## src/rtl/sgbq_ram.sv

```systemverilog
// Generic single-write, single-read synchronous RAM with a registered read port.
module sgbq_ram #(
   parameter int WIDTH = 8,
   parameter int DEPTH = 16,
   localparam int AW = (DEPTH > 1) ? $clog2(DEPTH) : 1
) (
   input  logic             clock,
   input  logic             wr_en,
   input  logic [AW-1:0]    wr_addr,
   input  logic [WIDTH-1:0] wr_data,
   input  logic             rd_en,
   input  logic [AW-1:0]    rd_addr,
   output logic [WIDTH-1:0] rd_data
);

   logic [WIDTH-1:0] mem_ff [DEPTH];
   logic [WIDTH-1:0] rd_data_ff;

   // Write port and registered read port; read data holds while rd_en is low.
   always_ff @(posedge clock) begin
      if (wr_en) begin
         mem_ff[wr_addr] <= wr_data;
      end
      if (rd_en) begin
         rd_data_ff <= mem_ff[rd_addr];
      end
   end

   assign rd_data = rd_data_ff;

endmodule

```

## config.mk

```make
export PLATFORM = sky130hd
export DESIGN_NAME = sgbq_ram
export DESIGN_NICKNAME = d
export VERILOG_FILES = /design/src/rtl/sgbq_ram.sv
export SDC_FILE = /design/constraint.sdc
export NUM_CORES = 1
export LEC_CHECK = 0
export BUFFER_PORTS_ARGS = -buffer_cell sky130_fd_sc_hd__buf_2
export CAP_MARGIN = 0
export CORE_AREA = 2 2 132 96
export CTS_CLUSTER_DIAMETER = 40
export DETAILED_ROUTE_END_ITERATION = 16
export DIE_AREA = 0 0 134 98
export GPL_TIMING_DRIVEN = 1
export MAX_ROUTING_LAYER = met4
export PLACE_DENSITY_LB_ADDON = 0.15
export SLEW_MARGIN = 20
export SYNTH_ARGS = -nofsm -noshare
export SYNTH_HDL_FRONTEND = slang
export SYNTH_SLANG_ARGS = --single-unit
```

## constraint.sdc

```tcl
create_clock -name clock -period 1.9 [get_ports clock]
set_clock_uncertainty 0.05 [all_clocks]
set_input_delay 0.38 -clock clock [delete_from_list [all_inputs] [get_ports clock]]
set_output_delay 0.38 -clock clock [all_outputs]
set_load 0.01 [all_outputs]
```

==> Yosys cells after proc, flatten, opt, wreduce, memory -nomap -nowiden <==
Memories as Yosys holds them, arrays and structs flattened. A register that Yosys moved wholly into a read port is not among the register bits.
Cells that the tools add are included.
{ "totals": {"inputBits": 19, "latch_bits": 0, "wordCells": 3, "mem_bits_ro": 0, "ram_bits": 128, "memories": 1, "regBits": 0} }
{ "mem_list": {"columns": ["memory", "depth", "word_bits", "read_ports", "rd_ports_with_merged_regs", "wr", "line_no", "text"], "rows": [
  ["mem_ff", 16, 8, 1, 1, 1, "16", "logic [WIDTH-1:0] mem_ff [DEPTH];"]
]} }
{ "op_classes": {"n_addsub": 0, "reduce_logical": 0, "bitwise": 0, "shifts": 0, "mul": 0, "eq_ne": 0, "mux": 2, "div": 0, "order_cmp": 0} }
{ "ops": {"columns": ["cell", "count"], "rows": [
  ["$mux 1", 2]
]} }

==> Depth between registers and ports, before layout <==
{ "logic_depth": {"word_depth": 2, "mapped_depth": 5, "depth_no_buf": 3} }

==> Worst setup path before layout <==
Ideal clock, no wire load.
{ "synth_path": {"path_kind": "input-to-reg", "start": "input wr_addr[2]", "end": "memory mem_ff[0][0] (enable)", "setup_slack_ps": -23, "t_required_ps": 1467, "t_arrival_ps": 1490, "stages": 2, "cell_sequence": "or3b_2 nor3_1"} }
{ "synth_rtl": {"columns": ["element", "line_no", "text"], "rows": [
  ["from (decl)", "9", "input logic [AW-1:0] wr_addr,"],
  ["to (decl)", "16", null]
]} }
Straight into the memory's write port.

==> results.cfg <==
[worst_hold_path]
whs_path_depth = 1
hp-class = input pin to register

[routing]
drtIter0Drc = 195
wirelength_um = 10100
drc = 0
firstDrtPassIters = 4
dr_total_vias = 2437
vias_per_cell = 5.25
wl_per_cell_um = 21.9
ant_nets = 0

[clock_tree]
clock_latency_ns = 0.40
cts_tree = yes
clock-root-buffer = clkbuf_16
cts_resized = 0
htreeDepth = 4
postCtsSetupBuffers = 0
cts.sinks = 136
holdBufCountCts = 0
clk_path_buf_depth = 2
clk_pin_slew_ns = 0.06
cts_buffers = 17

[sta]
relSlewSlack_pct = 47.3
min_period_ns = 1.64
tightest_slew_ns = 0.788
hold_viol = 0
period_share_pct = 86.1
rsz0062_at_grt = false
finalSetupTns_ns = 0
maxSlewViolCount = 0
fmax_mhz = 611
setup_violations = 0

[setup_path]
cp_slowest_cell = mux4_2
crit_path_start_kind = input pin
crit_family = multiplexers
r2r_slack_ns = 0.32
cpPeakStageDelay_ns = 0.51
crit_required_ns = 1.99
path_buf_inv = 3
cp_max_fo = 18
reg2regPathDepth = 3
path_cells = buf_2 -> buf_12 -> buf_4 -> mux4_2 -> a22oi_1 -> nand2_1
path_class = input pin to register
worstPathArrival_ns = 1.72
crit_path_end_kind = register
path_depth = 6

[pwr]
p_leak_nw = 2.13
vdd_drop_max_mv = 0.732
power.density_nw_per_um2 = 1100

[floorplan]
core_um2 = 12000
dieWidth_um = 134
io_pins = 27
dieArea_um2 = 13100
floorplan.initialDensity_pct = 43.7
placementRows = 34
die_y_um = 98

[synth]
syn_avg_cell_area_um2 = 22.8
yosys_warnings = 0
synth_cell_types = 18
synth_area_um2 = 5230
ys_ff_latch = 136
synth_cells = 229
synthTopCellsByArea = edfxtp_1, mux4_2, mux4_1
synth_top_area_cell = edfxtp_1
synthesis.nets = 248
synth_top_area_share_pct = 78.1
ys_seq_area_share_pct = 78.1

[grt]
grt-ovfl-total = 0
grt_max_degree = 21
antenna_found_initial = 0
grt_pass1_vias = 2490
grt_pass1_wl_um = 15400
grt_usage_pct = 17.4

[finish]
nNetsFinal = 308
final_layout_size_suffix_gt1_share_pct = 32.8
syn_to_final_growth_pct = 20.4
n_antenna_cell = 0
fin_util_pct = 52.6

[place]
port-buffer-count = 26
dp_hpwl_um = 6550
routabilityCongestion = 0.689

[job]
cap_violations = 0

[run_status]
status = finished clean
layer usage:
metal	vias up	part of all wire, %	global-route usage (%)	wire (µm)
met5	-	0	-	0
met3	9	7.8	5.45	786
li1	1103	-	-	-
met4	0	1.0	4.91	105
met1	1252	47	25.3	4800
met2	73	44	23.9	4450
cell families after synthesis:
kind of cell,count (synthesis),share of synthesized area (%)
multiplexers,32,14.8
flip-flops,136,78.1
AND/OR/NAND/NOR,35,3.14
buffers and inverters,10,1.65
AO/OA/AOI/OAI,16,2.30
registers in the layout (all words and copies together) (netlist names):
| name | cells |
|---|---|
| rd_data | 8 |
| mem_ff | 128 |
path summary, 6_finish.rpt:
path | to | from
max | rd_data[4] | rd_addr[0]
min | mem_ff[7][5] | wr_data[5]
max reg2reg | rd_data[4] | mem_ff[9][4]
min reg2reg | rd_data[0] | mem_ff[7][0]
area by class of cell:
cell class,count,area (µm²)
Multi-Input combinational cell,83,1060
Clock inverter,13,155
Timing Repair Buffer,51,355
Clock buffer,19,433
Fill cell,942,5660
Sequential cell,136,4080
Tap cell,162,203
cells in the final DEF, fill, tap and decap left out, types with 4 or more instances in the layout:
| master | synthesis | layout |
|---|---|---|
| clkinvlp_4 | 0 | 4 |
| mux4_2 | 18 | 18 |
| buf_2 | 3 | 26 |
| buf_4 | 1 | 22 |
| clkbuf_16 | 0 | 17 |
| a22oi_1 | 16 | 16 |
| mux4_1 | 14 | 14 |
| nor2_1 | 13 | 13 |
| edfxtp_1 | 136 | 136 |
| nand2_1 | 9 | 9 |
synth_stat cells:
cell type and instances:
a22oi_1 16, and2_1 1, and2b_1 1, buf_2 3
buf_4 1, buf_6 3, clkdlybuf4s25_2 3, edfxtp_1 136
mux4_1 14, mux4_2 18, nand2_1 9, nand2b_1 2
nand3_1 1, nand3b_1 2, nor2_1 13, nor2b_1 1
nor3_1 4, or3b_2 1
report_power, final:
part | switching (W) | internal, W | leakage, nW
Clock | 0.00117 | 0.00205 | 0.274
Sequential | 0.0000193 | 0.00338 | 1.24
Combinational | 0.000180 | 0.000142 | 0.618
per-stage QoR:
stage	instance area, µm²	std cells	hold slack (ns)	setup slack, ns	total power [W]
4_1_cts	6290	464	0.297	0.259	0.00702
3_3_place_gp	5700	432	0.682	-0.166	0.00379
6_report	6290	464	0.313	0.264	0.00694
5_1_grt	6290	464	0.305	0.232	0.00719
2_1_floorplan	5230	229	0.429	0.188	0.00363
3_5_place_dp	5700	432	0.686	-0.162	0.00379
Note: power is estimated with default switching activity, not from simulation.
